==> config.mk <==
export PLATFORM = sky130hd
export DESIGN_NAME = ptsd_root_step
export DESIGN_NICKNAME = d
export VERILOG_FILES = /design/src/rtl/ptsd_root_step.sv
export SDC_FILE = /design/constraint.sdc
export NUM_CORES = 1
export LEC_CHECK = 0
export BUFFER_PORTS_ARGS = -buffer_cell sky130_fd_sc_hd__clkbuf_2
export CAP_MARGIN = 20
export CORE_MARGIN = 2
export CORE_UTILIZATION = 45
export CTS_BUF_LIST = sky130_fd_sc_hd__clkbuf_4
export DETAILED_ROUTE_END_ITERATION = 6
export PLACE_DENSITY = 0.66
export SETUP_SLACK_MARGIN = 0.2
export SYNTH_ARGS = -nofsm -noshare
export SYNTH_HDL_FRONTEND = slang
export SYNTH_SLANG_ARGS = --single-unit
==> constraint.sdc <==
create_clock -name i_clk -period 6.2 [get_ports i_clk]
set_input_delay 0.31 -clock i_clk [delete_from_list [all_inputs] [get_ports i_clk]]
set_output_delay 0.31 -clock i_clk [all_outputs]
set_load 0.05 [all_outputs]
==> src/rtl/ptsd_root_step.sv <==
// One bit of the square root of num / den, one register stage.
`timescale 1ns / 1ps
module ptsd_root_step #(
    parameter int W   = 16,
    parameter int BIT = 0
) (
    input  logic             i_clk,
    input  logic             i_rst_n,
    input  logic             i_en,
    input  logic             i_vld,
    input  logic [4*W+1:0]   i_rem,
    input  logic [3*W+2:0]   i_acc,
    input  logic [2*W:0]     i_den,
    input  logic [W+1:0]     i_root,
    output logic             o_vld,
    output logic [4*W+1:0]   o_rem,
    output logic [3*W+2:0]   o_acc,
    output logic [2*W:0]     o_den,
    output logic [W+1:0]     o_root
);
    localparam int NW = 4 * W + 2;
    localparam int UW = 3 * W + 3;
    localparam int DW = 2 * W + 1;
    localparam int RW = W + 2;
    localparam int TW = 4 * W + 7;

    logic          r_vld;
    logic [NW-1:0] r_rem, n_rem;
    logic [UW-1:0] r_acc, n_acc;
    logic [DW-1:0] r_den;
    logic [RW-1:0] r_root, n_root;
    logic [TW-1:0] w_trial, w_rem_ext, w_left;
    logic          w_take;

    // (r + 2^b)^2 * den - r^2 * den = (r*den) << (b+1) + den << 2b
    always_comb begin
        w_trial   = ({{(TW-UW){1'b0}}, i_acc} << (BIT + 1))
                  + ({{(TW-DW){1'b0}}, i_den} << (2 * BIT));
        w_rem_ext = {{(TW-NW){1'b0}}, i_rem};
        w_left    = w_rem_ext - w_trial;
        w_take    = (w_trial <= w_rem_ext);
        n_rem     = w_take ? w_left[NW-1:0] : i_rem;
        n_acc     = w_take ? (i_acc + ({{(UW-DW){1'b0}}, i_den} << BIT)) : i_acc;
        n_root    = i_root | (RW'(w_take) << BIT);
    end

    always_ff @(posedge i_clk) begin
        if (!i_rst_n) begin
            r_vld <= 1'b0;
        end else if (i_en) begin
            r_vld <= i_vld;
        end
    end

    always_ff @(posedge i_clk) begin
        if (i_en) begin
            r_rem  <= n_rem;
            r_acc  <= n_acc;
            r_den  <= i_den;
            r_root <= n_root;
        end
    end

    assign o_vld  = r_vld;
    assign o_rem  = r_rem;
    assign o_acc  = r_acc;
    assign o_den  = r_den;
    assign o_root = r_root;

endmodule

==> flow_summary.ini, run 1 <==
[outcome]
status = completed

[sta]
slew_viol_final = 0
tns_ns = 0
fin_worst_skew_ns = 0
min_period_ns = 5.761
relSlewSlack_pct = 34.70
finalCritPeriodShare_pct = 92.91
rsz0062_at_grt = false
max_freq_ghz = 0.1736
tightest_slew_ns = 0.9795
hold_viol_final = 0
setup_viol = 0

[power]
combPwrFrac_pct = 50.7
power.share.clock_pct = 14.5
p_per_area_mw_per_mm2 = 267.5
p_int_uw = 2393
ir_drop_v = 0.0001225
p_switching_uw = 2097
swShare_pct = 46.71
seq_power_share_pct = 34.8
power.leakage_uw = 0.007234

[critical_path]
crit_start = i_den[3]
cp-end-kind = flop
path_cells = dlygate4sd3_1 -> clkbuf_2 -> ha_1 -> nor2b_1 -> o31ai_1 -> a211oi_1 -> a2111o_1 -> a21oi_2 -> nor2_1 -> a211oi_2 -> a2bb2oi_2 -> buf_4 -> nor2_1 -> xnor2_1 -> ha_1 -> and4_1 -> nand2b_1 -> or4_1 -> o41ai_1 -> buf_4 -> and3_1 -> nor4_1 -> xor2_1
crit_path_max_fanout = 8
cp-start-kind = input port
required_ns = 6.58
cp.arrival_ns = 6.14
crit_slowest_cell = or4_1
slowest_delay_ns = 0.54
path_class = in2reg
r2r-start = o_vld

[detailed_routing]
drtIter0Drc = 831
wl_per_cell_um = 17.70
vias = 12680
post-route-drc-count = 0
viasPerCell = 5.575
wl_met3_um = 2563
ant_nets = 0
maxUsedRoutingLayer = met5
wl_met1_um = 17810
wl_met2_um = 18790
routed_wl_um = 40270
first_pass_iters = 5

[synthesis]
yosysTopAreaCell = edfxtp_1
synthCells = 1452
synth_area_leaders = edfxtp_1 38%, ha_1 11%, a21oi_1 6.7%
ys_types = 77
syn_area_mm2 = 0.01340
ys_seq_elements = 169
ys_seq_area_share_pct = 37.79
avgSynthCellArea_um2 = 9.230
syn_nets = 1745
synth_ff_type = edfxtp_1
netlist.area_leader.share_pct = 37.64
yosysWarningCount = 0
synthArstFlopShare_pct = 0
synth_enable_flop_cells = 168

[cts]
h-tree-depth = 4
cts_buffers = 17
cts.sinks = 169
clk_pin_slew_ns = 0.16
clock_path_buffers = 2
cts_tree = done
cts_root_buf = clkbuf_4
clock_latency_ns = 0.60

[grt]
grt_max_degree = 98
globalRouteOverflowTotal = 0
track_usage_pct = 25.19
grt_pass1_wl_um = 62040
first_global_vias = 12160
antenna_found_initial = 6

[floorplan]
die_h_um = 176.6
initial_core_util_pct = 45.46
rows = 63
dieArea_mm2 = 0.03118
die_w_um = 176.6
ios = 341
core_mm2 = 0.02948

[hold_path]
min-delay-start = i_rem[1]
min-delay-path-class = in2reg

[placed_design]
portBuffers = 340
place_hpwl_um = 31460
place_congestion = 0.9205

[layout]
drive_above_1_share_pct = 23.07
layout_common_cells = 339 x clkbuf_2, 177 x a21oi_1, 168 x edfxtp_1, 151 x nor2_1, 117 x nand2_1
fin_nets = 2161
final_common_cell = clkbuf_2
fin_util_pct = 56.92
area_growth_pct = 25.22

[job]
cap_violations = 0
[worst max-delay path, delay by kind of cell]
kind            cells  cell delay, ns
compound gates      7            2.18
simple gates        8            1.57
buf+inv             4            1.06
fa+ha+maj           2            0.74
xor+xnor            2            0.27
[layout make-up]
type,count,area (µm²)
multi-input combinational,1192,8044
clock inverter,15,133.9
fill,2694,12700
sequential,169,5065
antenna,4,10.01
inverter,35,131.4
tap,390,488.0
clock buffer,17,127.6
timing repair buffer,453,2781
[synthesized netlist by cell type, types with 15 or more instances]
library cell and instances:
inv_1 35, xor2_1 70, xnor2_1 82, nor2_1 151
nand2_1 117, nand3_1 30, clkbuf_1 29, o21ai_0 84
nand2b_1 21, a211oi_1 17, o21bai_1 17, nor2b_1 15
ha_1 118, a21oi_1 180, and3_1 22, nor3_1 23
buf_2 22, nand4_1 26, edfxtp_1 168, a21o_1 58
[final timing paths]
kind / endpoint / slack [ns] / cells after the start
max: o_rem[63] / 0.44 / 23
min: o_rem[1] / 0.03 / 3
max reg2reg: o_vld / 5.03 / 3
min reg2reg: o_vld / 1.11 / 3
[kinds of logic (layout without fill, tap and decap cells)]
| kind of cell | after synthesis | count (layout) | synth area share [%] |
|---|---|---|---|
| AO/OA/AOI/OAI | 465 | 465 | 21.79 |
| AND/OR/NAND/NOR | 452 | 452 | 16.02 |
| flip-flops | 169 | 169 | 37.79 |
| XOR/XNOR | 152 | 152 | 9.934 |
| adder cells (fa/ha/maj) | 121 | 121 | 11.46 |
| buffers and inverters | 91 | 520 | 2.838 |
| multiplexers | 2 | 2 | 0.1587 |
| other | 0 | 4 | 0 |
[timing repair]
item	in CTS	in global routing
resized for setup	0	13
endpoints found under the setup margin	0	117
setup buffers	0	6
hold buffers	80	0
hold endpoints to repair	79	0
[per-layer routing]
metal  up-vias  track usage (%)
met2       450            41.46
met4         2            8.402
li1       6251                -
met3        68            4.543
met5         -                0
met1      5912            33.47
[state kept, by name, summed over array words and instances, names as in the netlist]
register  cells
o_acc        51
o_rem        66
o_root       18
o_vld         1
o_den        33
[through the flow]
stage / setup WS, ns / power (µW) / hold WS, ns / cell area (µm²) / std cells
after floorplan: 0.8640 / 3209 / 0.4089 / 13400 / 1452
after global placement: 0.1429 / 3789 / 0.4864 / 15590 / 2153
after detailed placement: 0.01161 / 3796 / 0.4887 / 15590 / 2153
after CTS: 0.2184 / 4499 / 0.0006207 / 16660 / 2265
after global routing: 0.1890 / 4727 / 0.01632 / 16780 / 2274
final: 0.4394 / 4489 / 0.02860 / 16780 / 2275
[power by group through the flow]
| stage | Clock [µW] | Combinational [µW] | Sequential, µW |
|---|---|---|---|
| 6_report | 650 | 2280 | 1560 |
| 3_5_place_dp | 0 | 2200 | 1590 |
| 4_1_cts | 677 | 2260 | 1570 |
| 5_1_grt | 706 | 2440 | 1580 |
| 2_1_floorplan | 0 | 984 | 2230 |
| 3_3_place_gp | 0 | 2200 | 1590 |
(Power assumes the default switching activity.)
==> inputs of run 2 (changes only) <==
- BUFFER_PORTS_ARGS: -buffer_cell sky130_fd_sc_hd__clkbuf_2 -> unset
- DONT_BUFFER_PORTS: unset -> 1
- PLACE_DENSITY: 0.66 -> 0.57
==> run 2 against run 1 <==
  * Non-clock buffer count is 257 lower
  * Sequential power is 44% higher
  * Global-route usage hardly changed
  * Flip-flop and latch count stayed put
  * Maximum frequency is 3.6% higher
  * Via count is 8.7% lower
  * Sequential share of layout area is 1.7 points higher
  * Power is 3.8% lower
  * Largest power group is now registers
  * Highest routed layer is now met4
==> flow_summary.ini, run 2 (synthesis results as in run 1) <==
[floorplan]
core_mm2 = 0.02948
die_h_um = 176.6
dieArea_mm2 = 0.03118
die_w_um = 176.6
initial_core_util_pct = 45.46
ios = 341
rows = 63

[grt]
globalRouteOverflowTotal = 0
first_global_vias = 11580
grt_pass1_wl_um = 61710
antenna_found_initial = 1
grt_max_degree = 170
track_usage_pct = 25.15

[layout]
layout_common_cells = 180 x a21oi_1, 171 x dlygate4sd3_1, 168 x edfxtp_1, 151 x nor2_1, 118 x ha_1
drive_above_1_share_pct = 4.865
register_area_mm2 = 0.005065
final_common_cell = a21oi_1
num-fill-cells = 2717
area_growth_pct = 18.54
fin_nets = 1904
final_cells = 2015
multi_input_area_mm2 = 0.007984
largest_reg_flops = 66

[detailed_routing]
vias = 11580
first_pass_iters = 6
post-route-drc-count = 0
viasPerCell = 5.745
wl_per_cell_um = 19.94
wl_met3_um = 2531
routed_wl_um = 40170
drtIter0Drc = 780
maxUsedRoutingLayer = met4
ant_nets = 0
wl_met1_um = 18160
wl_met2_um = 18690

[sta]
tightest_slew_ns = 0.8764
max_freq_ghz = 0.1799
tns_ns = 0
setup_viol = 0
finalCritPeriodShare_pct = 89.65
layout_setup_ws_ns = 0.6416
relSlewSlack_pct = 41.57
fin_worst_skew_ns = 0
hold_viol_final = 0
min_period_ns = 5.558
slew_viol_final = 0
rsz0062_at_grt = false

[critical_path]
path_delay_family = compound AO/OA/AOI/OAI gates
path_cells = ha_1 -> inv_1 -> fa_1 -> nor2b_1 -> o31ai_2 -> a211oi_1 -> a2111o_1 -> a21oi_1 -> nor2_1 -> a211oi_2 -> a2bb2oi_2 -> nor2b_1 -> xnor2_1 -> ha_1 -> and2_1 -> a41oi_1 -> a31oi_1 -> a211oi_1 -> o21ai_0 -> nor2_1 -> a21oi_1 -> o41ai_1 -> dlygate4sd3_1 -> o31ai_1
cp-end-kind = flop
crit_slowest_cell = dlygate4sd3_1
path_class = in2reg
cp.arrival_ns = 5.93
cp-start-kind = input port
slowest_delay_ns = 0.58
critPathBufInv = 2
required_ns = 6.57
crit_path_max_fanout = 9

[power]
ir_drop_v = 0.0001302
power.leakage_uw = 0.006170
p_per_area_mw_per_mm2 = 271.8

[cts]
h-tree-depth = 4
cts.sinks = 169
cts_root_buf = clkbuf_4
cts_tree = done
clock_path_buffers = 2
clk_pin_slew_ns = 0.15
clock_latency_ns = 0.60
cts_buffers = 17
post_cts_buffers = 0

[job]
cap_violations = 0

[outcome]
status = completed

[placed_design]
portBuffers = 0
place_hpwl_um = 29180
dpl_worst_slack_ns = 0.06082
place_congestion = 0.8730
dp_cells = 1810

[hold_path]
min-delay-path-class = in2reg
[run 2: layer usage]
| metal | up-vias | global-route usage, % |
|---|---|---|
| met3 | 46 | 4.673 |
| met5 | - | 0 |
| met4 | 0 | 6.956 |
| met1 | 5419 | 34.20 |
| met2 | 373 | 41.00 |
| li1 | 5738 | - |
[run 2: through the flow]
step	hold slack (ns)	power [µW]	utilization [%]	instance area [µm²]
after floorplan	0.4089	3209	-	13400
after global placement	0.4089	3538	47.02	13860
after detailed placement	0.4089	3533	47.02	13860
after CTS	0.004415	4337	53.85	15870
after global routing	0.04640	4551	53.89	15890
final	0.04638	4318	53.89	15890
[run 2: area by class of cell]
cell class / count / share of cell area [%]
diodes: 1 / 0.01575
flip-flops and latches: 169 / 31.88
well taps: 390 / 3.072
repair buffers: 196 / 12.24
clock inverters: 14 / 0.8585
inverters: 35 / 0.8270
clock buffers: 18 / 0.8506
multi-input cells: 1192 / 50.26
[run 2: path summary, 6_finish.rpt]
check | cells after the start | slack (ns) | startpoint | to
setup reg to reg | 3 | 4.68 | o_vld | o_vld
setup / recovery | 24 | 0.64 | i_acc[0] | o_rem[57]
hold reg to reg | 3 | 1.35 | o_vld | o_vld
hold / removal | 3 | 0.05 | i_acc[36] | o_acc[37]
[run 2: worst register-to-register path, stage by stage, from the launching register on]
cell and delay (ns):
dfxtp_1 0.66, mux2i_1 0.14, nor2b_1 0.13, dlygate4sd3_1 0.55
[run 2: repair_timing]
item                       in CTS  in global routing
setup endpoints to repair       0                  1
hold endpoints to repair      337                  0
resized for setup               0                  2
hold buffers                  172                  0
[run 2: power breakdown]
group | total [µW] | internal [µW] | switching, µW | leakage, µW
clock | 665 | 213 | 453 | 0.000141
combinational | 1400 | 604 | 793 | 0.00438
sequential | 2250 | 1520 | 734 | 0.00165
total | 4320 | 2340 | 1980 | 0.00617
==> inputs of run 3 (changes only) <==
- CTS_BUF_LIST: sky130_fd_sc_hd__clkbuf_4 -> unset
- TNS_END_PERCENT: unset -> 100
==> run 3 against run 2 <==
  * Via count shrank 5.4%
  * Maximum frequency decreased by 0.22%
  * Register-to-register slack improved by 0.56 ns
  * Hold slack gained 0.0021 ns
  * First-iteration DRC count fell by 13%
  * Global-route usage down 1.2 points
  * Clock skew unchanged
  * Combinational power down 6%
  * Critical path depth decreased by 1
  * Design area fell by 5.4%
  * Worst setup slack got worse by 0.012 ns
  * Flip-flop and latch count unchanged
==> flow_summary.ini, run 3 (synthesis results as in run 1) <==
[cts]
cts.sinks = 169
clock_path_buffers = 2
h-tree-depth = 4
post_cts_buffers = 0
cts_root_buf = clkbuf_16
clk_pin_slew_ns = 0.07
cts_buffers = 17
cts_tree = done
clock_latency_ns = 0.43

[critical_path]
crit_path_max_fanout = 8
required_ns = 6.37
cp-end-kind = flop
path_class = in2reg
cp.arrival_ns = 5.74
r2r_slack_ns = 5.24
cp-start-kind = input port

[grt]
grt_max_degree = 110
track_usage_pct = 23.99
first_global_vias = 10840
grt_pass1_wl_um = 58530
globalRouteOverflowTotal = 0
antenna_found_initial = 0

[power]
ir_drop_v = 0.0001984
power.leakage_uw = 0.005815
p_per_area_mw_per_mm2 = 308.8

[sta]
layout_setup_ws_ns = 0.6295
setup_viol = 0
whs_ns = 0.04844
rsz0062_at_grt = false
min_period_ns = 5.570
hold_viol_final = 0
slew_viol_final = 0
tightest_slew_ns = 0.9045
tns_ns = 0
relSlewSlack_pct = 39.50
max_freq_ghz = 0.1795
finalCritPeriodShare_pct = 89.85
fin_worst_skew_ns = 0

[placed_design]
place_hpwl_um = 29180
dpl_worst_slack_ns = 0.06082
portBuffers = 0
placed_cell_area_mm2 = 0.01386
place_congestion = 0.8730

[detailed_routing]
vias = 10960
routed_wl_um = 38250
first_pass_iters = 5
viasPerCell = 5.775
ant_nets = 0
post-route-drc-count = 0
wl_per_cell_um = 20.16
drtIter0Drc = 680

[floorplan]
core_mm2 = 0.02948
die_h_um = 176.6
initial_core_util_pct = 45.46
die_w_um = 176.6
rows = 63
ios = 341
dieArea_mm2 = 0.03118

[layout]
num-fill-cells = 2755
finalInstanceArea_mm2 = 0.01502
layout_common_cells = 180 x a21oi_1, 168 x edfxtp_1, 151 x nor2_1, 118 x ha_1, 117 x nand2_1
largest_reg_flops = 66
final_common_cell = a21oi_1
multi_input_area_mm2 = 0.007986
fin_util_pct = 50.96
antenna_cells = 0
register_area_mm2 = 0.005065
drive_above_1_share_pct = 5.176
fin_nets = 1787
area_growth_pct = 12.10

[outcome]
status = completed

[hold_path]
min-delay-path-class = in2reg

[job]
cap_violations = 0
run 3: changes by cell type in the layout (fill, tap and decap cells not counted):
cell,previous run,this run
clkbuf_4,18,0
a21oi_2,1,0
a211oi_1,16,17
buf_4,22,21
dlygate4sd3_1,171,53
clkbuf_16,0,17
a21oi_4,0,1
a211oi_2,2,1
buf_12,2,3
clkbuf_1,0,1
diode_2,1,0
buf_6,0,1
run 3: layout make-up:
type	count	share of cell area [%]
inverter	35	0.8745
clock buffer	18	2.857
sequential	169	33.71
tap	390	3.248
clock inverter	14	0.9078
timing repair buffer	79	5.239
multi-input combinational	1192	53.16
run 3: through the flow:
stage / power (µW) / cells
6_report: 4639 / 1897
5_1_grt: 4878 / 1897
3_5_place_dp: 3533 / 1810
2_1_floorplan: 3209 / 1452
4_1_cts: 4661 / 1896
3_3_place_gp: 3538 / 1810
run 3: path summary, 6_finish.rpt:
kind,start,to,cells after the start
setup / recovery,i_acc[0],o_rem[63],23
hold / removal,i_rem[1],o_rem[1],2
setup reg to reg,o_vld,o_vld,2
hold reg to reg,o_vld,o_vld,2
run 3: metal layers:
metal	wire [µm]	track usage [%]	part of all wire, %	vias to the layer above
li1	-	-	-	5483
met3	2859	6.460	7.5	30
met2	17710	39.01	46	352
met5	0	0	0	-
met1	17080	31.63	45	5091
met4	599	6.095	1.6	0
run 3: what timing repair did:
| item | 4_1_cts | 5_1_grt |
|---|---|---|
| endpoints found under the setup margin | 0 | 41 |
| endpoints found under the hold margin | 79 | 0 |
| hold buffers | 54 | 0 |
| resized for setup | 0 | 3 |
run 3: worst max-delay path, cell delays in order:
cell,delay (ns)
ha_1,0.20
inv_1,0.07
fa_1,0.19
nor2b_1,0.08
o31ai_2,0.27
a211oi_1,0.16
a2111o_1,0.47
a21oi_1,0.25
nor2_1,0.12
a211oi_1,0.36
a2bb2oi_2,0.32
buf_4,0.21
nor2b_1,0.06
xnor2_1,0.13
ha_1,0.44
nand4_1,0.17
nand2b_1,0.20
or4_1,0.53
o41ai_1,0.47
buf_4,0.21
and3_1,0.26
nor4_1,0.09
xor2_1,0.16
run 3: report_power, final:
group          internal (µW)  switching (µW)
clock                    563             507
sequential              1520             732
combinational            556             756
